**config.mk**
```make
export PLATFORM = sky130hd
export DESIGN_NAME = mrm_datapath
export DESIGN_NICKNAME = d
export VERILOG_FILES = /design/src/design/mrm_pkg.sv /design/src/design/mrm_datapath.sv
export SDC_FILE = /design/constraint.sdc
export NUM_CORES = 2
export LEC_CHECK = 0
export BUFFER_PORTS_ARGS = -buffer_cell sky130_fd_sc_hd__buf_2
export CAP_MARGIN = 20
export CORE_ASPECT_RATIO = 2
export CORE_MARGIN = 3
export CORE_UTILIZATION = 45
export CTS_CLUSTER_SIZE = 10
export DETAILED_ROUTE_END_ITERATION = 10
export SLEW_MARGIN = 10
export SYNTH_ARGS = -nofsm -noshare
export SYNTH_HDL_FRONTEND = slang
export SYNTH_SLANG_ARGS = --single-unit
```
**constraint.sdc**
```tcl
create_clock -name clk -period 18 [get_ports clk]
set_clock_uncertainty 0.1 [all_clocks]
set_input_delay 3.6 -clock clk [delete_from_list [all_inputs] [get_ports clk]]
set_output_delay 3.6 -clock clk [all_outputs]
set_load 0.005 [all_outputs]
```
**src/design/mrm_pkg.sv**
```systemverilog
// ----------------------------------------------------------------------------
// mrm_pkg
// Shared types and constants for the multidigit radix multiplier.
// ----------------------------------------------------------------------------
package mrm_pkg;

  localparam int DIGIT_W = 31;
  localparam int PROD_W  = 62;

  localparam logic [1:0] ACT_LOAD_FIRST  = 2'd0;
  localparam logic [1:0] ACT_LOAD_SECOND = 2'd1;
  localparam logic [1:0] ACT_MULTIPLY    = 2'd2;

  localparam logic [2:0] ADDR_RADIX = 3'd0;

  typedef struct packed {
    logic load_first;
    logic load_second;
    logic latch_a;
    logic mul;
    logic add;
    logic div_step;
    logic carry_clr;
    logic wr_zero;
    logic wr_rem;
    logic wr_carry;
    logic out_load;
    logic out_last;
    logic counts_clr;
  } cmd_t;

  typedef struct packed {
    logic div_last;
    logic digit_zero;
    logic out_taken;
  } stat_t;

endpackage

```
**src/design/mrm_datapath.sv**
```systemverilog
// ----------------------------------------------------------------------------
// mrm_datapath
// Operand and product stores, digit multiplier, radix divider, output register.
// ----------------------------------------------------------------------------
module mrm_datapath
  import mrm_pkg::*;
#(
  parameter int MAX_DIGITS = 16
) (
  input  logic                                 clk,
  input  logic                                 rst,
  input  cmd_t                                 cmd,
  output stat_t                                stat,
  input  logic [DIGIT_W-1:0]                   eff_radix,
  input  logic [DIGIT_W-1:0]                   digit,
  input  logic [(MAX_DIGITS > 1 ? $clog2(MAX_DIGITS) : 1)-1:0] a_addr,
  input  logic [(MAX_DIGITS > 1 ? $clog2(MAX_DIGITS) : 1)-1:0] b_addr,
  input  logic [$clog2(2*MAX_DIGITS)-1:0]      prod_addr,
  output logic [$clog2(MAX_DIGITS+1)-1:0]      first_count,
  output logic [$clog2(MAX_DIGITS+1)-1:0]      second_count,
  output logic                                 out_valid,
  input  logic                                 out_ready,
  output logic [DIGIT_W-1:0]                   product_digit,
  output logic                                 last,
  output logic                                 overflow
);

  localparam int AW = (MAX_DIGITS > 1) ? $clog2(MAX_DIGITS) : 1;
  localparam int CW = $clog2(MAX_DIGITS + 1);
  localparam int PD = 2 * MAX_DIGITS;
  localparam logic [CW-1:0] FULL = CW'(MAX_DIGITS);

  logic [DIGIT_W-1:0] first_mem  [MAX_DIGITS];
  logic [DIGIT_W-1:0] second_mem [MAX_DIGITS];
  logic [DIGIT_W-1:0] prod_mem   [PD];

  logic [DIGIT_W-1:0] first_q, second_q, prod_q;
  logic [DIGIT_W-1:0] a_reg, carry;
  logic [PROD_W-1:0]  prod;
  logic [DIGIT_W:0]   rem;
  logic [DIGIT_W-1:0] quo;
  logic [4:0]         div_cnt;
  logic               overflow_seen;

  logic [DIGIT_W-1:0] load_val, a_clamp, b_clamp, wr_data;
  logic [PROD_W-1:0]  sum;
  logic [DIGIT_W:0]   trial;
  logic               trial_ge;

  function automatic logic [DIGIT_W-1:0] clamp(input logic [DIGIT_W-1:0] d,
                                               input logic [DIGIT_W-1:0] r);
    clamp = (d >= r) ? r - DIGIT_W'(1) : d;
  endfunction

  assign load_val = clamp(digit, eff_radix);
  assign a_clamp  = clamp(first_q, eff_radix);
  assign b_clamp  = clamp(second_q, eff_radix);
  assign sum      = prod + PROD_W'(prod_q) + PROD_W'(carry);
  assign trial    = {rem[DIGIT_W-1:0], quo[DIGIT_W-1]};
  assign trial_ge = trial >= {1'b0, eff_radix};

  always_comb begin
    if (cmd.wr_rem) begin
      wr_data = rem[DIGIT_W-1:0];
    end else if (cmd.wr_carry) begin
      wr_data = carry;
    end else begin
      wr_data = '0;
    end
  end

  // Operand stores: written at the fill count, read every cycle.
  always_ff @(posedge clk) begin
    if (cmd.load_first && first_count != FULL) begin
      first_mem[first_count[AW-1:0]] <= load_val;
    end
    if (cmd.load_second && second_count != FULL) begin
      second_mem[second_count[AW-1:0]] <= load_val;
    end
    first_q  <= first_mem[a_addr];
    second_q <= second_mem[b_addr];
  end

  // Product store: one write port, one registered read port.
  always_ff @(posedge clk) begin
    if (cmd.wr_zero || cmd.wr_rem || cmd.wr_carry) begin
      prod_mem[prod_addr] <= wr_data;
    end
    prod_q <= prod_mem[prod_addr];
  end

  always_ff @(posedge clk) begin
    if (rst) begin
      first_count   <= '0;
      second_count  <= '0;
      overflow_seen <= 1'b0;
    end else if (cmd.counts_clr) begin
      first_count   <= '0;
      second_count  <= '0;
      overflow_seen <= 1'b0;
    end else begin
      if (cmd.load_first) begin
        if (first_count == FULL) begin
          overflow_seen <= 1'b1;
        end else begin
          first_count <= first_count + CW'(1);
        end
      end
      if (cmd.load_second) begin
        if (second_count == FULL) begin
          overflow_seen <= 1'b1;
        end else begin
          second_count <= second_count + CW'(1);
        end
      end
    end
  end

  // Digit step: multiply, add partial and carry, then restoring division
  // one quotient bit per cycle. The quotient shifts into quo as the low half
  // of the dividend shifts out.
  always_ff @(posedge clk) begin
    if (cmd.latch_a) begin
      a_reg <= a_clamp;
    end
    if (cmd.mul) begin
      prod <= PROD_W'(a_reg) * PROD_W'(b_clamp);
    end
    if (cmd.carry_clr) begin
      carry <= '0;
    end else if (cmd.wr_rem) begin
      carry <= quo;
    end
    if (cmd.add) begin
      rem     <= {1'b0, sum[PROD_W-1:DIGIT_W]};
      quo     <= sum[DIGIT_W-1:0];
      div_cnt <= '0;
    end else if (cmd.div_step) begin
      rem     <= trial_ge ? trial - {1'b0, eff_radix} : trial;
      quo     <= {quo[DIGIT_W-2:0], trial_ge};
      div_cnt <= div_cnt + 5'd1;
    end
  end

  always_ff @(posedge clk) begin
    if (rst) begin
      out_valid <= 1'b0;
    end else if (cmd.out_load) begin
      out_valid <= 1'b1;
    end else if (out_ready) begin
      out_valid <= 1'b0;
    end
  end

  always_ff @(posedge clk) begin
    if (cmd.out_load) begin
      product_digit <= prod_q;
      last          <= cmd.out_last;
      overflow      <= overflow_seen;
    end
  end

  assign stat.div_last   = div_cnt == 5'(DIGIT_W - 1);
  assign stat.digit_zero = prod_q == '0;
  assign stat.out_taken  = out_valid && out_ready;

endmodule

```
; ---- Yosys cells after proc, flatten, opt, wreduce, memory -nomap -nowiden
; Memories as Yosys holds them, arrays and structs flattened. A register that Yosys moved wholly into a read port is not among the register bits.
; Index checks and enable logic that the tools add are counted.
[totals]
out_inout_bits = 47
register_bits = 236
ramBits = 1984
word_cells = 68
n_memories = 3
[memory_table]
columns = name, words, width, read_ports, rd_clocked_by_memory_dff, write_ports, line_no
row1 = prod_mem, 32, 31, 1, 1, 1, mrm_datapath.sv:35  ; logic [DIGIT_W-1:0] prod_mem [PD];
row2 = first_mem, 16, 31, 1, 1, 1, mrm_datapath.sv:33  ; logic [DIGIT_W-1:0] first_mem [MAX_DIGITS];
row3 = second_mem, 16, 31, 1, 1, 1, mrm_datapath.sv:34  ; logic [DIGIT_W-1:0] second_mem [MAX_DIGITS];
[classes]
n_reduce_logical = 11
addsub = 7
magnitude_cmp = 4
mux = 22
bitwise_logic = 2
eq_ne = 5
mul = 1
[ops]
columns = operator, n
row1 = $mux W31, 10
row2 = $add A62 B31 Y62, 2
row3 = $ge A31 B31 Y1, 3
row4 = $mul A31 B31 Y62, 1
row5 = $ge A32 B31 Y1, 1
row6 = $logic_not A31 Y1, 1
row7 = $sub A31 B1 Y31 const B, 1
row8 = $sub A31 B31 Y31, 1
row9 = $add A5 B1 Y5 const B, 3
row10 = $eq A5 B5 Y1 const B, 3
row11 = $mux W1, 12
row12 = $ne A5 B5 Y1 const B, 2
row13 = $reduce_and A2 Y1, 2
row14 = $reduce_bool A2 Y1, 2
row15 = $logic_and A1 B1 Y1, 3
row16 = $logic_or A1 B1 Y1, 2
row17 = $not A1 Y1, 2
row18 = $reduce_or A2 Y1, 1

; ---- Logic depth before layout (Yosys ltp)
[depth]
ltp_word = 5
ltp_mapped = 41
depth_no_buf = 39

; ---- Worst setup path after synthesis
; Ideal clock, no wire load.
[synth_timing]
path_kind = input-to-reg
start = input port eff_radix[24]
end = register prod[60], data pin
t_required_ns = 17.644
setup_time_ns = 0.256
stages = 37
t_arrival_ns = 12.339
setup_slack_ns = 5.305
cell_sequence = inv_1 ha_1 nand4_1 o21ai_0 a21o_1 a21oi_1 o21ai_0 a21oi_1 o31ai_1 a21o_1 buf_2 mux2_2 clkbuf_1 and2_1 fa_1 fa_1 fa_1 inv_1 fa_1 inv_1 fa_1 fa_1 fa_1 inv_1 fa_1 inv_1 ha_1 a21o_1 o21bai_1 a221oi_1 o21ai_1 a21oi_4 o21ai_2 a311oi_4 o21ai_2 or4_1 and4_1
[synth_between]
elab_chain_len = 3
[synth_lines]
columns = element, line_no
row1 = from (decl), mrm_datapath.sv:14  ; input logic [DIGIT_W-1:0] eff_radix,
row2 = $sub A31 B1 Y31 / $ge A31 B31 Y1 (equally long branches), mrm_datapath.sv:52  ; clamp = (d >= r) ? r - DIGIT_W'(1) : d;
row3 = $mux W31 *, mrm_datapath.sv:52
row4 = $mul A31 B31 Y62 *, mrm_datapath.sv:127  ; prod <= PROD_W'(a_reg) * PROD_W'(b_clamp);
row5 = to (signal assigned), mrm_datapath.sv:127
row6 = to (decl), mrm_datapath.sv:39  ; logic [PROD_W-1:0] prod;
; Every way passes the cells marked *; elsewhere a longest branch is shown, timed or not.
; A chain may end at the register's enable or synchronous reset.

; ---- Final worst setup path
[layout_timing]
start = input port eff_radix[23]
end = register prod[56], data pin
; The elaborated chain is that of the path after synthesis.

==> results.py <==
metrics = {
    "sta": {
        "fin_setup_tns_ns": 0,
        "slew_viol_final": 0,
        "rsz0062_at_grt": "false",
        "slew_headroom_pct": 21.6,
        "worst_pin_slew_ns": 1.16,
        "setup_viol": 0,
        "fin_crit_ns": 14.12,
        "hold_viol": 0,
        "post-route-period-util_pct": 78.5,
        "clock.fmax_mhz": 70.8,
    },
    "clock_network": {
        "root_buffer": "clkbuf_16",
        "path_clk_slew_ns": 0.07,
        "clk_latency_ns": 0.84,
        "cts_max_level": 5,
        "cts_buffer_depth": 4,
        "post-cts-setup-buffer-count": 0,
        "cts_sinks": 2313,
        "cts_tree": "built",
        "cts-buffers-inserted": 275,
        "post_cts_resized": 0,
        "postCtsHoldBufs": 0,
    },
    "die": {
        "ios": 138,
        "core_area_um2": 275000,
        "die_y_um": 750,
        "die_x_um": 378,
        "die-area_um2": 283000,
        "rows": 272,
        "start_util_pct": 45.3,
    },
    "logic_synthesis": {
        "synthMuxAreaShare_pct": 11.5,
        "ys.flop_type": "edfxtp_1",
        "synth-seq-cells": 2313,
        "synthArstFlopShare_pct": 0,
        "synth_top_family_by_area": "adder cells",
        "syn_area_um2": 124000,
        "synth_top_area_cell": "edfxtp_1",
        "synth_top_area_share_pct": 52.4,
        "ys_types": 86,
        "synth_warnings": 0,
        "synth_edf_count": 2172,
        "synth.avg_cell_area_um2": 15.3,
        "ys_seq_area_share_pct": 54.7,
        "synth.area.top_cells": "edfxtp_1, fa_1, mux4_2",
        "yosys.area_share.simple_pct": 6.82,
        "synth_xor_area_share_pct": 1.18,
        "synthCells": 8135,
        "synth_compound_area_share_pct": 3.71,
        "synthAdderAreaFrac_pct": 18.2,
        "synth.net_count": 9517,
    },
    "drt": {
        "antenna_left": 0,
        "drcViolationCount": 0,
        "dr.pass1.iters": 8,
        "drt_first_iter_violations": 5495,
        "via_per_inst": 5.92,
        "num_vias": 71400,
        "wire_per_inst_um": 30.5,
        "drt_wl_total_um": 368000,
    },
    "cells_and_area": {
        "top_register": "prod_mem",
        "syn2layout_area_growth_pct": 11.0,
        "largest_register_ffs": 992,
        "drive_above_1_share_pct": 17.0,
        "final_util_pct": 50.3,
        "nets": 9701,
    },
    "run": {
        "cap_violations": 0,
    },
    "grt": {
        "antenna_found_initial": 22,
        "grtUsageTotal_pct": 26.3,
        "overflow": 0,
        "grt_pass1_wl_um": 536000,
        "grt_pass1_vias": 78600,
        "grt_max_degree": 75,
    },
    "worst_setup_path": {
        "start_kind": "primary input",
        "slowest_stage": "o311ai_0",
        "crit_fanout": 31,
        "cpPeakStageDelay_ns": 0.74,
        "cpMostUsedCell": "fa_1",
        "worstPathArrival_ns": 14.57,
        "endpoint_kind": "flop",
        "worstSetupPathType": "primary input to flop",
        "worstPathRequired_ns": 18.45,
    },
    "placed_design": {
        "gp_congestion": 0.982,
        "portBuffers": 137,
        "dp_hpwl_um": 251000,
    },
    "outcome": {
        "outcome": "complete, no violations",
    },
    "worst_hold_path": {
        "min_path_type": "flop to flop",
    },
}
[stage by stage]
| stage | hold WS (ns) | instances | setup slack [ns] | area, um2 |
|---|---|---|---|---|
| final | 0.403 | 12100 | 3.88 | 138000 |
| after global routing | 0.428 | 12100 | 3.51 | 138000 |
| after CTS | 0.414 | 12000 | 4.01 | 138000 |
| after detailed placement | 0.393 | 11600 | 3.15 | 130000 |
| after global placement | 0.384 | 11600 | 3.05 | 130000 |
| after floorplan | 0.309 | 8135 | 5.31 | 124000 |
[cells in the mapped netlist, drive strengths merged (50+ instances only)]
master  instances
edfxtp       2172
fa            870
inv           865
nand2         644
mux4          558
and2          524
ha            421
clkbuf        325
nor2          194
a21oi         177
dfxtp         141
a22oi         131
xnor2         128
o21ai         112
mux2          110
a21o           97
buf            85
nand4          78
nand3          50
[cells in the final DEF, fill, tap and decap left out, drive strengths merged, types with 21 or more instances in the layout]
master / Yosys / routed
a211oi: 33 / 33
edfxtp: 2172 / 2172
nor2: 194 / 194
a21o: 97 / 97
a22oi: 131 / 131
nor3: 48 / 48
mux4: 558 / 558
clkbuf: 325 / 425
nor4: 21 / 21
mux2i: 48 / 48
nand3: 50 / 50
a21oi: 177 / 177
xnor2: 128 / 128
o21ai: 112 / 112
buf: 85 / 315
and2: 524 / 524
mux2: 110 / 110
nand4: 78 / 78
ha: 421 / 421
fa: 870 / 870
xor2: 39 / 39
dfxtp: 141 / 141
o21a: 22 / 22
nand2: 644 / 644
inv: 865 / 875
and3: 29 / 29
o21bai: 22 / 22
nand2b: 26 / 26
[per-layer routing]
| metal | track usage (%) | vias to the layer above | share of wire (%) |
|---|---|---|---|
| met2 | 48.0 | 2665 | 54 |
| met5 | 0 | - | 0.038 |
| met3 | 3.67 | 1015 | 5.5 |
| li1 | - | 29600 | - |
| met1 | 29.5 | 38100 | 35 |
| met4 | 13.9 | 20 | 6.1 |
[final cells by class]
| class | count | area, um2 |
|---|---|---|
| fill | 23000 | 137000 |
| antenna | 16 | 40.0 |
| sequential | 2313 | 68000 |
| timing repair buffer | 317 | 2160 |
| clock buffer | 423 | 7540 |
| inverter | 865 | 3250 |
| multi-input combinational | 4547 | 52300 |
| clock inverter | 21 | 318 |
| tap | 3562 | 4460 |
[critical path: cells and delay by family]
| kind | cells | cell delay, ns |
|---|---|---|
| AO/OA/AOI/OAI | 16 | 3.99 |
| adder cells (fa/ha/maj) | 10 | 4.75 |
| multiplexers | 1 | 0.65 |
| buffers and inverters | 7 | 1.06 |
| AND/OR/NAND/NOR | 2 | 0.43 |
[cell families (layout without fill, tap and decap cells)]
logic type / Yosys count / in the layout
flip-flops: 2313 / 2313
AO/OA/AOI/OAI: 691 / 691
XOR/XNOR: 167 / 167
AND/OR/NAND/NOR: 1682 / 1682
other: 0 / 16
buffers and inverters: 1275 / 1626
multiplexers: 716 / 716
adder cells (fa/ha/maj): 1291 / 1291
[path summary, 6_finish.rpt]
kind	start	to	slack [ns]	depth (start not counted)
hold reg to reg	overflow_seen	overflow	0.40	0
setup / recovery	eff_radix[23]	prod[56]	3.88	36
setup reg to reg	second_q[26]	prod[56]	6.61	34
hold / removal	overflow_seen	overflow	0.40	0
Power is not shown: default switching activity piles up to over one toggle a cycle in this logic, so the estimate is an artifact.
