`config.mk`:
```
export PLATFORM = sky130hd
export DESIGN_NAME = mrm_controller
export DESIGN_NICKNAME = d
export VERILOG_FILES = /design/src/design/mrm_pkg.sv /design/src/design/mrm_controller.sv
export SDC_FILE = /design/constraint.sdc
export NUM_CORES = 1
export LEC_CHECK = 0
export BUFFER_PORTS_ARGS = -buffer_cell sky130_fd_sc_hd__buf_2
export CELL_PAD_IN_SITES_DETAIL_PLACEMENT = 1
export CELL_PAD_IN_SITES_GLOBAL_PLACEMENT = 1
export CORE_MARGIN = 3
export CORE_UTILIZATION = 36
export CTS_BUF_LIST = sky130_fd_sc_hd__clkbuf_16
export DETAILED_ROUTE_END_ITERATION = 12
export GPL_TIMING_DRIVEN = 0
export PLACE_DENSITY = 0.75
export SLEW_MARGIN = 20
export SYNTH_ARGS = -nofsm -noshare
export SYNTH_HDL_FRONTEND = slang
export SYNTH_SLANG_ARGS = --single-unit
```
`constraint.sdc`:
```
create_clock -name clk -period 3.5 [get_ports clk]
set_input_delay 0.35 -clock clk [delete_from_list [all_inputs] [get_ports clk]]
set_output_delay 0.35 -clock clk [all_outputs]
set_load 0.01 [all_outputs]
```
`src/design/mrm_pkg.sv`:
```
// ----------------------------------------------------------------------------
// mrm_pkg
// Shared types and constants for the multidigit radix multiplier.
// ----------------------------------------------------------------------------
package mrm_pkg;

  localparam int DIGIT_W = 31;
  localparam int PROD_W  = 62;

  localparam logic [1:0] ACT_LOAD_FIRST  = 2'd0;
  localparam logic [1:0] ACT_LOAD_SECOND = 2'd1;
  localparam logic [1:0] ACT_MULTIPLY    = 2'd2;

  localparam logic [2:0] ADDR_RADIX = 3'd0;

  typedef struct packed {
    logic load_first;
    logic load_second;
    logic latch_a;
    logic mul;
    logic add;
    logic div_step;
    logic carry_clr;
    logic wr_zero;
    logic wr_rem;
    logic wr_carry;
    logic out_load;
    logic out_last;
    logic counts_clr;
  } cmd_t;

  typedef struct packed {
    logic div_last;
    logic digit_zero;
    logic out_taken;
  } stat_t;

endpackage

```
`src/design/mrm_controller.sv`:
```
// ----------------------------------------------------------------------------
// mrm_controller
// Sequencer for loads, store clearing, the schoolbook loops and digit output.
// ----------------------------------------------------------------------------
module mrm_controller
  import mrm_pkg::*;
#(
  parameter int MAX_DIGITS = 16
) (
  input  logic                                 clk,
  input  logic                                 rst,
  input  logic                                 in_valid,
  output logic                                 in_ready,
  input  logic [1:0]                           action,
  input  logic [$clog2(MAX_DIGITS+1)-1:0]      first_count,
  input  logic [$clog2(MAX_DIGITS+1)-1:0]      second_count,
  input  stat_t                                stat,
  output cmd_t                                 cmd,
  output logic [(MAX_DIGITS > 1 ? $clog2(MAX_DIGITS) : 1)-1:0] a_addr,
  output logic [(MAX_DIGITS > 1 ? $clog2(MAX_DIGITS) : 1)-1:0] b_addr,
  output logic [$clog2(2*MAX_DIGITS)-1:0]      prod_addr
);

  localparam int AW  = (MAX_DIGITS > 1) ? $clog2(MAX_DIGITS) : 1;
  localparam int CW  = $clog2(MAX_DIGITS + 1);
  localparam int PW  = $clog2(2 * MAX_DIGITS);
  localparam int PCW = $clog2(2 * MAX_DIGITS + 1);
  localparam logic [PCW-1:0] CLR_END = PCW'(2 * MAX_DIGITS - 1);

  localparam logic [3:0] S_IDLE  = 4'd0;
  localparam logic [3:0] S_CLEAR = 4'd1;
  localparam logic [3:0] S_ROW   = 4'd2;
  localparam logic [3:0] S_ROWA  = 4'd3;
  localparam logic [3:0] S_SRD   = 4'd4;
  localparam logic [3:0] S_SMUL  = 4'd5;
  localparam logic [3:0] S_SADD  = 4'd6;
  localparam logic [3:0] S_SDIV  = 4'd7;
  localparam logic [3:0] S_SWR   = 4'd8;
  localparam logic [3:0] S_ERD   = 4'd9;
  localparam logic [3:0] S_ECHK  = 4'd10;
  localparam logic [3:0] S_EWAIT = 4'd11;

  logic [3:0]     state, state_next;
  logic [CW-1:0]  i, i_next, j, j_next;
  logic [PCW-1:0] k, k_next;
  logic           seen, seen_next;
  logic [PCW-1:0] i_plus_j, i_plus_n2, len_m1;
  logic           in_fire;

  assign in_ready  = state == S_IDLE;
  assign in_fire   = in_valid && in_ready;
  assign i_plus_j  = PCW'(i) + PCW'(j);
  assign i_plus_n2 = PCW'(i) + PCW'(second_count);
  assign len_m1    = (first_count == '0 && second_count == '0) ? '0 :
                     PCW'(first_count) + PCW'(second_count) - PCW'(1);
  assign a_addr    = AW'(first_count - i - CW'(1));
  assign b_addr    = AW'(second_count - j - CW'(1));

  always_comb begin
    unique case (state)
      S_CLEAR, S_ERD: prod_addr = k[PW-1:0];
      S_SRD: prod_addr = (j == second_count) ? i_plus_n2[PW-1:0] : i_plus_j[PW-1:0];
      default: prod_addr = i_plus_j[PW-1:0];
    endcase
  end

  always_comb begin
    state_next = state;
    i_next     = i;
    j_next     = j;
    k_next     = k;
    seen_next  = seen;
    cmd        = '0;
    unique case (state)
      S_IDLE: begin
        if (in_fire) begin
          cmd.load_first  = action == ACT_LOAD_FIRST;
          cmd.load_second = action == ACT_LOAD_SECOND;
          if (action == ACT_MULTIPLY) begin
            k_next     = '0;
            state_next = S_CLEAR;
          end
        end
      end
      S_CLEAR: begin
        cmd.wr_zero = 1'b1;
        k_next      = k + PCW'(1);
        if (k == CLR_END) begin
          i_next     = '0;
          state_next = S_ROW;
        end
      end
      S_ROW: begin
        cmd.carry_clr = 1'b1;
        j_next        = '0;
        if (i == first_count) begin
          k_next     = len_m1;
          seen_next  = 1'b0;
          state_next = S_ERD;
        end else begin
          state_next = S_ROWA;
        end
      end
      S_ROWA: begin
        cmd.latch_a = 1'b1;
        state_next  = S_SRD;
      end
      S_SRD: begin
        if (j == second_count) begin
          cmd.wr_carry = 1'b1;
          i_next       = i + CW'(1);
          state_next   = S_ROW;
        end else begin
          state_next = S_SMUL;
        end
      end
      S_SMUL: begin
        cmd.mul    = 1'b1;
        state_next = S_SADD;
      end
      S_SADD: begin
        cmd.add    = 1'b1;
        state_next = S_SDIV;
      end
      S_SDIV: begin
        cmd.div_step = 1'b1;
        if (stat.div_last) begin
          state_next = S_SWR;
        end
      end
      S_SWR: begin
        cmd.wr_rem = 1'b1;
        j_next     = j + CW'(1);
        state_next = S_SRD;
      end
      S_ERD: begin
        state_next = S_ECHK;
      end
      S_ECHK: begin
        if (stat.digit_zero && k != '0 && !seen) begin
          k_next     = k - PCW'(1);
          state_next = S_ERD;
        end else begin
          cmd.out_load = 1'b1;
          cmd.out_last = k == '0;
          seen_next    = 1'b1;
          state_next   = S_EWAIT;
        end
      end
      S_EWAIT: begin
        if (stat.out_taken) begin
          if (k == '0) begin
            cmd.counts_clr = 1'b1;
            state_next     = S_IDLE;
          end else begin
            k_next     = k - PCW'(1);
            state_next = S_ERD;
          end
        end
      end
      default: state_next = S_IDLE;
    endcase
  end

  always_ff @(posedge clk) begin
    if (rst) begin
      state <= S_IDLE;
      i     <= '0;
      j     <= '0;
      k     <= '0;
      seen  <= 1'b0;
    end else begin
      state <= state_next;
      i     <= i_next;
      j     <= j_next;
      k     <= k_next;
      seen  <= seen_next;
    end
  end

endmodule

```
### Yosys cells after proc, flatten, opt, wreduce, memory -nomap -nowiden

Index checks and enable logic that the tools add are counted.

| word-level totals | value |
|---|---|
| flip-flop bits (word level) | 21 |
| input port bits | 18 |
| output and inout port bits | 27 |

| cells by class | value |
|---|---|
| equal/unequal tests | 26 |
| multiplexer cells | 43 |
| reductions and logical operators | 21 |
| add/sub/neg operators | 12 |

Operator list:

| cell | number |
|---|---|
| 4-bit one-hot mux with 11 select lines | 1 |
| 6-bit two-way mux | 7 |
| 5-bit one-hot mux with 2 select lines | 3 |
| 6-bit one-hot mux with 5 select lines | 1 |
| 4-bit two-way mux | 7 |
| 4-bit by 3-bit == test with 1-bit output (second input constant) | 4 |
| 4-bit == test (second input constant) | 4 |
| 2-bit != test (second input constant) | 8 |
| 5-bit two-way mux | 3 |
| 1-bit two-way mux | 14 |
| 6-bit by 1-bit subtractor with 6-bit output (second input constant) | 2 |
| 5-bit by 1-bit adder with 5-bit output (second input constant) | 2 |
| 5-bit adder | 2 |
| 5-bit == test | 2 |
| 5-bit zero test | 2 |
| 2-bit two-way mux | 5 |
| 4-bit by 2-bit == test with 1-bit output (second input constant) | 2 |
| 4-bit by 1-bit subtractor with 4-bit output (second input constant) | 2 |
| 4-bit subtractor | 2 |
| 7-bit AND reduction | 1 |
| 5-bit by 5-bit adder with 6-bit output | 1 |
| 6-bit by 1-bit adder with 6-bit output (second input constant) | 1 |
| 6-bit by 5-bit == test with 1-bit output (second input constant) | 1 |
| 6-bit zero test | 1 |
| 16 further kinds | 24 |

### Logic depth before layout (Yosys ltp)

Gate-level depths: netlist of run 1.

| logic depth | value |
|---|---|
| depth after elaboration | 5 |
| depth in mapped cells | 10 |
| gate-level depth less buffers | 10 |

### Least setup slack after synthesis of run 1

No wires, ideal clock.

| timing | value |
|---|---|
| path type | input -> register |
| from | input port first_count[1] |
| to | register k[5] |
| library setup time | 0.088 ns |
| data required time | 3.412 ns |
| slack | 1.373 ns |
| stages on the path | 10 |
| buffers on the path | 0 |
| data arrival time | 2.039 ns |
| cells stage by stage | inv_1 -> ha_1 -> inv_1 -> ha_1 -> fa_1 -> a21o_1 -> a21oi_1 -> xnor2_1 -> nand2_1 -> a311oi_2 |

| on the way | value |
|---|---|
| longest elaborated chain between the ends | 5 |

RTL lines:

| what | line | source |
|---|---|---|
| from (decl) | mrm_controller.sv:15 | `input logic [$clog2(MAX_DIGITS+1)-1:0] first_count,` |
| 5-bit by 5-bit adder with 6-bit output or 5-bit zero test (tied branches) | mrm_controller.sv:55, mrm_controller.sv:54 |  |
| 6-bit by 1-bit subtractor with 6-bit output or 1-bit logical AND (tied branches) | mrm_controller.sv:55, mrm_controller.sv:54 |  |
| 6-bit two-way mux | mrm_controller.sv:54 | `assign len_m1 = (first_count == '0 && second_count == '0) ? '0 :` |
| 6-bit two-way mux | mrm_controller.sv:96 | `if (i == first_count) begin` |
| 6-bit one-hot mux with 5 select lines | mrm_controller.sv:74 | `unique case (state)` |
| to (signal assigned) | mrm_controller.sv:176 | `k <= k_next;` |
| to (decl) | mrm_controller.sv:45 | `logic [PCW-1:0] k, k_next;` |

Parallel ways exist; a longest one is shown, timed or not. The select of a mux whose other input is x is not followed.
A chain may end at the register's enable or synchronous reset.

### Worst setup path in the final report of run 1

| timing | value |
|---|---|
| from | register j[2] |
| to | output port prod_addr[3] |

| on the way | value |
|---|---|
| longest elaborated chain between the ends | 3 |

RTL lines:

| what | line | source |
|---|---|---|
| from (decl) | mrm_controller.sv:44 | `logic [CW-1:0] i, i_next, j, j_next;` |
| from (signal assigned) | mrm_controller.sv:175 | `j <= j_next;` |
| 5-bit adder or 5-bit == test (tied branches) | mrm_controller.sv:52, mrm_controller.sv:62 |  |
| 5-bit two-way mux | mrm_controller.sv:62 | `S_SRD: prod_addr = (j == second_count) ? i_plus_n2[PW-1:0] : i_plus_j[PW-1:0];` |
| 5-bit one-hot mux with 2 select lines (*) | mrm_controller.sv:60 | `unique case (state)` |
| to (decl) | mrm_controller.sv:21 | `output logic [$clog2(2*MAX_DIGITS)-1:0] prod_addr` |

Every way passes the cells marked *; elsewhere a longest branch is shown, timed or not.

==> results of run 1 <==
-- cell usage after synthesis (all sizes together), types with 4 or more instances --
cell type	n
a21o	12
fa	6
xnor2	11
nor3b	6
a22oi	10
inv	33
buf	7
nand4	4
ha	29
xor2	11
or2	4
nand2	10
a311oi	5
nor4	5
dfxtp	21
nor2	17
nand2b	8
a21oi	26
o21ai	11
clkbuf	5
nand3	9
a211oi	7
nor3	4
-- kinds of logic after synthesis --
family / count (synthesis)
XOR/XNOR: 22
flip-flops: 21
buffers and inverters: 45
AND/OR/NAND/NOR: 82
adder cells (fa/ha/maj): 35
AO/OA/AOI/OAI: 89
multiplexers: 4
-- worst max-delay path, delay by kind of cell, from the launching register on --
kind / cells / cell delay, ns
compound gates: 2 / 0.30
flops: 1 / 0.41
simple gates: 3 / 0.72
fa+ha+maj: 1 / 0.34
buf+inv: 2 / 0.27
-- through the flow --
stage | power, mW | instance area [sq um]
detailed placement | 0.887 | 2810
global route | 1.20 | 2890
floorplan | 0.721 | 2490
finish | 1.12 | 2890
global placement | 0.868 | 2810
CTS | 1.13 | 2890
-- layout by cell type (no fill, tap or decap), types with 2 or more instances in the layout --
cell type and n:
nor2_1 17, or2_2 3, inv_1 33, o21ai_0 11, a21o_1 11, fa_1 6
nand3b_1 3, clkbuf_1 4, nor4_1 4, a21oi_1 26, ha_1 29, nand2_1 10
mux2i_1 2, buf_6 2, a21bo_2 2, and4b_1 2, nor3_1 3, nand4_1 3
and3_1 2, nor3b_1 6, xor2_1 11, a311oi_1 3, a311oi_2 2, a211oi_2 4
clkbuf_16 3, o21bai_1 3, dfxtp_1 21, mux2_2 2, nand3_1 9, a31oi_1 3
nand2b_1 8, xnor2_1 11, a211oi_1 3, buf_2 49, a22oi_1 10
-- sequential cells by signal, indices dropped and copies added (netlist names) --
register	count
state	4
i	5
k	6
seen	1
j	5
-- layer usage --
| metal | GRT usage | routed length (um) | vias up | part of all wire |
|---|---|---|---|---|
| li1 | - | - | 1185 | - |
| met1 | 0.255 | 3290 | 1187 | 0.45 |
| met2 | 0.355 | 3750 | 40 | 0.51 |
| met3 | 0.0249 | 217 | 10 | 0.030 |
| met4 | 0.0338 | 93 | 0 | 0.013 |
| met5 | 0 | 0 | - | 0 |
-- final cells by class --
| class | count | area (sq um) | area share |
|---|---|---|---|
| clock inverter | 1 | 3.75 | 0.00130 |
| tap | 77 | 96.3 | 0.0334 |
| inverter | 33 | 124 | 0.0429 |
| sequential | 21 | 420 | 0.146 |
| clock buffer | 3 | 75.1 | 0.0260 |
| multi-input combinational | 232 | 1880 | 0.651 |
| buffer | 12 | 67.6 | 0.0234 |
| timing repair buffer | 44 | 220 | 0.0763 |
-- worst paths after layout --
path             endpoint  slack [ns]  cells after the start     start
min              state[1]        0.39                      3       rst
max          prod_addr[3]        0.87                      8      j[2]
min reg2reg          j[4]        0.55                      2      j[4]
max reg2reg          k[5]        1.08                      9  state[3]
-- power groups by stage --
| stage | Sequential, mW | Combinational, mW | Clock [mW] |
|---|---|---|---|
| 5_1_grt | 0.341 | 0.608 | 0.254 |
| 3_5_place_dp | 0.339 | 0.548 | 0 |
| 2_1_floorplan | 0.314 | 0.407 | 0 |
| 6_report | 0.335 | 0.550 | 0.236 |
| 3_3_place_gp | 0.337 | 0.531 | 0 |
| 4_1_cts | 0.335 | 0.551 | 0.241 |
==> results.md, run 1 <==
| Quantity | Reported |
| --- | --- |
| Outcome | finished clean |
| Die Width | 89.2 um |
| Post-CTS Setup Bufs | 0 |
| Fin. Hold Viols | 0 |
| Post-cts hold buffer count | 0 |
| Post-synthesis sequential element count | 21 |
| Ranking of synthesized cells by area | dfxtp_1 (17%), ha_1 (15%), a21oi_1 (5.2%), fa_1 (4.8%), inv_1 (4.8%) |
| Power density cells | 388 nW/um^2 |
| Post-layout nets | 400 |
| Switch share | 0.411 |
| Worst clock skew | 0.00496 ns |
| Count of flip-flops with a built-in enable after synthesis | 0 |
| Post-cts gate resize count | 0 |
| Buffer type at the clock tree root | clkbuf_16 |
| Finished Core Util | 0.442 |
| Starting Density | 0.381 |
| Multiplexer area fraction after synthesis | 0.0171 |
| Setup repair after global routing missed its margin | no |
| Final critical path time including I/O delays and setup | 2.63 ns |
| Worst setup SP type | flip-flop |
| Number of nets with antenna violations after routing | 0 |
| Synth Instances | 298 |
| Static leakage power | 1.33 nW |
| Row Count | 29 |
| Maximum number of pins on one net before global-route repair | 12 |
| Post-placement setup slack | 0.975 ns |
| Top achievable clock speed | 380 MHz |
| Maximum level of the CTS H-tree | 1 |
| Hold Slack | 0.385 ns |
| Largest family of logic cells by synthesized area | compound AO/OA/AOI/OAI gates |
| Grt total ovfl | 0 |
| Source-to-sink clock delay at the later pin of the worst-skew pair | 0.25 ns |
| Relative contribution of the clock network to total power | 0.211 |
| Total number of clock tree sinks | 21 |
| Sequential fraction of design power | 0.298 |
| Post-Route Setup TNS | 0 ns |
| Design internal power | 0.661 mW |
| Simple-gate portion of the synthesized area | 0.207 |
| Count of unresolved DRC violations after routing | 0 |
| Average size of a mapped cell | 8.36 sq um |
| Adder and majority cell fraction of the synthesized area | 0.194 |
| Final estimated routing congestion in global placement | 0.856 |
| Most used flip-flop cell after synthesis | dfxtp_1 |
| Kind of capture point of the worst setup path | output pin |
| CP arrival | 2.28 ns |
| Top fanout value on the critical path | 6 |
| Number of different library cells in the post-synthesis netlist | 59 |
| Die Height | 89.2 um |
| Net switching power | 0.460 mW |
| Detailed Place HPWL | 5970 um |
| Hold WC Path Type | in2reg |
| Largest stage delay, worst path | 0.41 ns |
| Master of the slowest instance on the critical path | dfxtp_1 |
| Total of fill cells in the finished design | 805 |
| Crit path cell chain | inv_1 > ha_1 > and3_1 > nand4_2 > nand2b_1 > a2bb2oi_1 > o21ai_0 > buf_2 |
| DRC marker count from the first detailed-route iteration | 106 |
| Crit share post-route | 0.753 |
| Vias in the first global route | 2502 |
| WL per Instance | 17.4 um |
| Worst-margin pin slew | 0.735 ns |
| Required arrival time at the worst endpoint | 3.15 ns |
| Ant. Diodes | 0 |
| IO Pins | 45 |
| Std-Cell Core Area | 6530 sq um |
| Max Cap Viol | 0 |
| Fraction of the yosys area taken by sequential cells | 0.169 |
| Share of the synthesized area in the top cell type | 0.169 |
| Placed Cells incl. Taps | 419 |
| Worst slew margin | 0.509 |
| Number of port buffers | 44 |
| Worst Setup Path Type | reg2out |
| Global-route wire length before repair | 12400 um |
| Mapped cell area | 2490 sq um |
| Via-to-Cell Ratio | 5.73 |
| Total global routing track utilization | 0.197 |
| Number of cells in the finished layout apart from fillers | 423 |
| Clock slew at reported path FFs | 0.05 ns |
| Area growth from synthesis to layout | 15.9% |
| Detailed-route wire length | 7350 um |
| Die Footprint | 7950 sq um |
| Number of antenna violations at the first check in global routing | 0 |
| Syn nets | 351 |
| Number of pins with negative max-slew slack in the final report | 0 |
| Worst ir drop on vdd | 0.000231 V |
| Clock buffer depth | 2 |
| Comb power frac | 0.491 |
| Fraction of the mapped netlist area in compound gates | 0.259 |
| Final worst setup slack | 0.866 ns |
| Largest area contributor in the netlist | dfxtp_1 |
| TritonCTS clock tree | yes |
| Xor/xnor cell area share of the yosys netlist | 0.0773 |
| Number of clock buffers inserted by TritonCTS | 3 |
| Number of optimization iterations in the first detailed-route pass | 5 |
| Endpoints failing setup | 0 |
| Synth async-reset ratio | 0 |
| DR vias | 2422 |
| Warnings, synthesis | 0 |
| Layout cells sized above 1 | 0.234 |
(Power assumes the default switching activity.)
==> inputs of run 2 (changes only) <==
clock period = 2.45 ns   (was 3.5 ns; I/O delays follow)
==> run 2 against run 1 <==
Compared with the run above: count of clock-buffer cells in the layout unchanged; largest power group unchanged; critical endpoint is now prod_addr[4]; critical path depth unchanged; sequential cell count unchanged; power increased by 46%.
==> results.md, run 2 (synthesis results as in run 1) <==
| Quantity | Reported |
| --- | --- |
| Max Cap Viol | 0 |
| Commonest non-fill, non-tap cells in the layout | buf_2 (48), inv_1 (32), ha_1 (29), a21oi_1 (25) |
| Finished Core Util | 0.453 |
| Grt total ovfl | 0 |
| Std-Cell Core Area | 6530 sq um |
| Worst-margin pin slew | 0.716 ns |
| Buffering stage count on the worst path with inverters included | 1 |
| Met1 Wirelength | 3370 um |
| Routed wl met3 | 223 um |
| Routed length on met2 | 3840 um |
| Hold WC Path Type | in2reg |
| Static leakage power | 1.36 nW |
| Maximum number of pins on one net before global-route repair | 12 |
| Vias in the first global route | 2507 |
| Register containing the most flip-flops in the final layout | k |
| Crit share post-route | 0.964 |
| Placed Cells incl. Taps | 419 |
| TritonCTS clock tree | yes |
| IO Pins | 45 |
| Worst slew margin | 0.523 |
| Power density cells | 554 nW/um^2 |
| Total global routing track utilization | 0.198 |
| Number of port buffers | 44 |
| Ant. Diodes | 0 |
| Total number of clock tree sinks | 21 |
| DRC marker count from the first detailed-route iteration | 102 |
| WL per Instance | 17.7 um |
| Source-to-sink clock delay at the later pin of the worst-skew pair | 0.25 ns |
| Family with the most delay on the worst path | adder cells |
| Master of the slowest instance on the critical path | fa_1 |
| Row Count | 29 |
| Die Height | 89.2 um |
| Reg2Reg Depth | 9 |
| Worst setup SP type | flip-flop |
| Maximum level of the CTS H-tree | 1 |
| Detailed-route wire length | 7530 um |
| Kind of capture point of the worst setup path | output pin |
| Count of unresolved DRC violations after routing | 0 |
| Largest stage delay, worst path | 0.41 ns |
| R2R Setup Slk | 0.16 ns |
| Clock buffer depth | 2 |
| Reg-to-reg endpoint | k[4] |
| Starting Density | 0.381 |
| Hold Slack | 0.274 ns |
| Outcome | finished clean |
| Die Width | 89.2 um |
| Layout cells sized above 1 | 0.272 |
| Via-to-Cell Ratio | 5.73 |
| Worst ir drop on vdd | 0.000349 V |
| Detailed Place HPWL | 5970 um |
| Number of nets with antenna violations after routing | 0 |
| Number of clock buffers inserted by TritonCTS | 3 |
| Required arrival time at the worst endpoint | 2.20 ns |
| Final estimated routing congestion in global placement | 0.856 |
| Hold Path Sink | state[1] |
| Fin. Hold Viols | 0 |
| Launch instance of the worst min-delay path | rst |
| Post-cts hold buffer count | 0 |
| Endpoints failing setup | 0 |
| Top achievable clock speed | 423 MHz |
| Top fanout value on the critical path | 6 |
| Die Footprint | 7950 sq um |
| Number of antenna violations at the first check in global routing | 0 |
| Final critical path time including I/O delays and setup | 2.36 ns |
| Number of cells in the finished layout apart from fillers | 426 |
| Commonest non-fill, non-tap cell in the layout | buf_2 |
| Worst clock skew | 0.00264 ns |
| CP arrival | 2.12 ns |
| Area growth from synthesis to layout | 18.7% |
| Max reg flops | 6 |
| Number of optimization iterations in the first detailed-route pass | 4 |
| Clock slew at reported path FFs | 0.05 ns |
| R2r startpoint | state[2] |
| Number of pins with negative max-slew slack in the final report | 0 |
| Global-route wire length before repair | 12400 um |
| Largest registers in the final layout | k x6, i x5, j x5 |
| DR vias | 2439 |
| Buffer type at the clock tree root | clkbuf_16 |
| Number of instances on the worst hold path | 3 |
| Worst Setup Path Type | reg2out |
| Post-layout nets | 403 |
| Crit path cell chain | ha_1 > fa_1 > a21o_1 > a21oi_2 > xnor2_1 > a22oi_1 > o21ai_0 > buf_2 |
| Highest metal layer with signal wires | met4 |
| Post-Route Setup TNS | 0 ns |
==> run 2: what timing repair did <==
action,4_1_cts,5_1_grt
setup endpoints to repair,4,11
gates resized for setup,4,12
buffers inserted,2,1
==> run 2: worst max path at each step <==
stage	start	endpoint	slack, ns	cells after the start
after floorplan	state[2]	k[5]	0.38	9
after global placement	state[3]	k[5]	0.07	9
after detailed placement	state[3]	k[5]	0.02	9
after CTS	state[3]	k[5]	0.01	9
after global routing	j[2]	prod_addr[3]	-0.02	8
final	i[0]	prod_addr[4]	0.09	8
==> run 2: power by group <==
group          switching (mW)  leakage [nW]  internal [mW]  total (mW)
combinational           0.453          1.14          0.365       0.819
clock                   0.119        0.0423          0.217       0.337
sequential             0.0961         0.172          0.386       0.482
total                   0.669          1.36          0.969        1.64
==> run 2: worst register-to-register path: cells and delay by family, from the launching register on <==
| kind | cells | cell delay, ns |
|---|---|---|
| xor gates and xnor gates | 1 | 0.16 |
| and+or+nand+nor | 1 | 0.24 |
| AOI/OAI and AO/OA | 4 | 0.74 |
| adders and majority gates | 1 | 0.41 |
| DFF | 1 | 0.31 |
| buffers and inverters | 2 | 0.36 |
==> run 2: final cells by class <==
class | count | area, sq um
Fill cell | 803 | 3570
Multi-Input combinational cell | 232 | 1920
Sequential cell | 21 | 425
Timing Repair Buffer | 47 | 243
Inverter | 33 | 124
Tap cell | 77 | 96.3
Clock buffer | 3 | 75.1
Buffer | 12 | 70.1
Clock inverter | 1 | 3.75
==> run 2: metal layers <==
metal	up-vias	GRT usage
met3	10	0.0258
met2	43	0.354
met5	-	0
met4	0	0.0379
met1	1199	0.255
li1	1187	-
==> run 2: stage by stage <==
| step | cell area (sq um) | setup WS [ns] | power, mW |
|---|---|---|---|
| after CTS | 2910 | 0.0145 | 1.63 |
| after detailed placement | 2810 | 0.0224 | 1.27 |
| after global routing | 2960 | -0.0200 | 1.76 |
| after floorplan | 2490 | 0.382 | 1.03 |
| after global placement | 2810 | 0.0686 | 1.24 |
| final | 2960 | 0.0886 | 1.64 |
==> inputs of run 3 (changes only) <==
GPL_TIMING_DRIVEN = unset   (was 0)
==> run 3 against run 2 <==
Compared with the run above: combinational power shrank 2%; critical path depth is the same; power is essentially flat; wire length shrank 2.4%; design area grew 0.51%.
==> results.md, run 3 (synthesis results as in run 1) <==
| Quantity | Reported |
| --- | --- |
| Post-cts hold buffer count | 0 |
| DR vias | 2427 |
| Worst setup SP type | flip-flop |
| Detailed Place HPWL | 5880 um |
| Buffer type at the clock tree root | clkbuf_16 |
| Worst clock skew | 0.00210 ns |
| Register cell area after layout | 425 sq um |
| Max Cap Viol | 0 |
| Number of antenna violations at the first check in global routing | 0 |
| Maximum level of the CTS H-tree | 1 |
| Total of fill cells in the finished design | 823 |
| Max reg flops | 6 |
| Clock slew at reported path FFs | 0.06 ns |
| Post-Route Setup TNS | 0 ns |
| Total placed instance area | 2840 sq um |
| Die Width | 89.2 um |
| Number of clock buffers inserted by TritonCTS | 3 |
| R2R Setup Slk | 0.26 ns |
| Source-to-sink clock delay at the later pin of the worst-skew pair | 0.25 ns |
| Largest stage delay, worst path | 0.36 ns |
| Required arrival time at the worst endpoint | 2.20 ns |
| Hold Slack | 0.372 ns |
| Die Footprint | 7950 sq um |
| Hold WC Path Type | in2reg |
| Number of nets with antenna violations after routing | 0 |
| Detailed-route wire length | 7350 um |
| Commonest non-fill, non-tap cells in the layout | buf_2 (44), inv_1 (32), ha_1 (29), a21oi_1 (25) |
| Final estimated routing congestion in global placement | 0.856 |
| Top achievable clock speed | 428 MHz |
| WL per Instance | 17.2 um |
| Static leakage power | 1.37 nW |
| Clock buffer depth | 2 |
| Number of port buffers | 44 |
| Kind of capture point of the worst setup path | output pin |
| Number of cells in the finished layout apart from fillers | 427 |
| Largest registers in the final layout | k x6, i x5, j x5 |
| Area of the multi-input gates | 1900 sq um |
| Crit path cell chain | ha_1 > fa_2 > a21o_1 > a21oi_2 > xnor2_1 > a22oi_1 > o21ai_0 > buf_2 |
| Post-placement setup slack | 0.100 ns |
| Grt total ovfl | 0 |
| CP arrival | 2.09 ns |
| Layout cells sized above 1 | 0.280 |
| Power density cells | 551 nW/um^2 |
| Outcome | finished clean |
| Starting Density | 0.381 |
| Count of unresolved DRC violations after routing | 0 |
| Via-to-Cell Ratio | 5.68 |
| Sum of internal, switching and leakage power | 1.64 mW |
| Fin. Hold Viols | 0 |
| Master of the slowest instance on the critical path | dfxtp_2 |
| Worst Setup Path Type | reg2out |
| Final std cell area, no fill | 2970 sq um |
| IO Pins | 45 |
| Maximum number of pins on one net before global-route repair | 22 |
| Placed Cells incl. Taps | 420 |
| Total global routing track utilization | 0.188 |
| Die Height | 89.2 um |
| Finished Core Util | 0.455 |
| DRC marker count from the first detailed-route iteration | 104 |
| Std-Cell Core Area | 6530 sq um |
| TritonCTS clock tree | yes |
| Crit share post-route | 0.954 |
| Vias in the first global route | 2380 |
| Total number of clock tree sinks | 21 |
| Worst slew margin | 0.654 |
| Worst ir drop on vdd | 0.000270 V |
| Row Count | 29 |
| Worst-margin pin slew | 0.516 ns |
| Number of pins with negative max-slew slack in the final report | 0 |
| Final worst setup slack | 0.112 ns |
| Final critical path time including I/O delays and setup | 2.34 ns |
| Ant. Diodes | 0 |
| Area growth from synthesis to layout | 19.3% |
| Top fanout value on the critical path | 6 |
| Endpoints failing setup | 0 |
| Number of optimization iterations in the first detailed-route pass | 4 |
| Commonest non-fill, non-tap cell in the layout | buf_2 |
| Global-route wire length before repair | 11900 um |
| Register containing the most flip-flops in the final layout | k |
| Post-layout nets | 404 |
-- run 3: changes by cell type in the layout (fill, tap and decap cells not counted), moves of 2 or more --
cell / before / now
buf_4: 3 / 16
buf_2: 48 / 44
clkbuf_1: 4 / 0
buf_6: 2 / 0
inv_2: 2 / 0
nor3b_1: 4 / 6
nor3b_2: 2 / 0
o21ai_0: 9 / 11
o21ai_1: 2 / 0
-- run 3: worst max-delay path: cells and delay by family (launching register included) --
family                     cells  cell delay [ns]
buffers and inverters          1             0.16
adders and majority gates      2             0.60
xor gates and xnor gates       1             0.09
AOI/OAI and AO/OA              4             0.63
DFF                            1             0.36
-- run 3: final cells by class --
| class | count | area share |
|---|---|---|
| Clock buffer | 3 | 0.0253 |
| Clock inverter | 1 | 0.00168 |
| Inverter | 33 | 0.0425 |
| Multi-Input combinational cell | 232 | 0.640 |
| Sequential cell | 21 | 0.143 |
| Tap cell | 77 | 0.0324 |
| Timing Repair Buffer | 60 | 0.115 |
-- run 3: timing repair --
item                       CTS  global route
buffers inserted             0             3
setup endpoints to repair    5             5
gates resized for setup      6             4
-- run 3: power breakdown --
| group | internal, mW | switching (mW) | total (mW) |
|---|---|---|---|
| combinational | 0.364 | 0.435 | 0.799 |
| clock | 0.219 | 0.129 | 0.348 |
| sequential | 0.386 | 0.102 | 0.489 |
-- run 3: worst paths after layout --
check	cells past startpoint	to	start
setup / recovery	8	prod_addr[4]	i[0]
hold / removal	4	state[2]	stat[2]
setup reg to reg	8	k[5]	state[2]
hold reg to reg	2	seen	seen
-- run 3: routing by layer --
layer	share of wire	GRT usage	up-vias
met5	0	0	-
met4	0.015	0.0325	0
met3	0.037	0.0221	14
met2	0.51	0.326	50
met1	0.44	0.253	1175
li1	-	-	1188
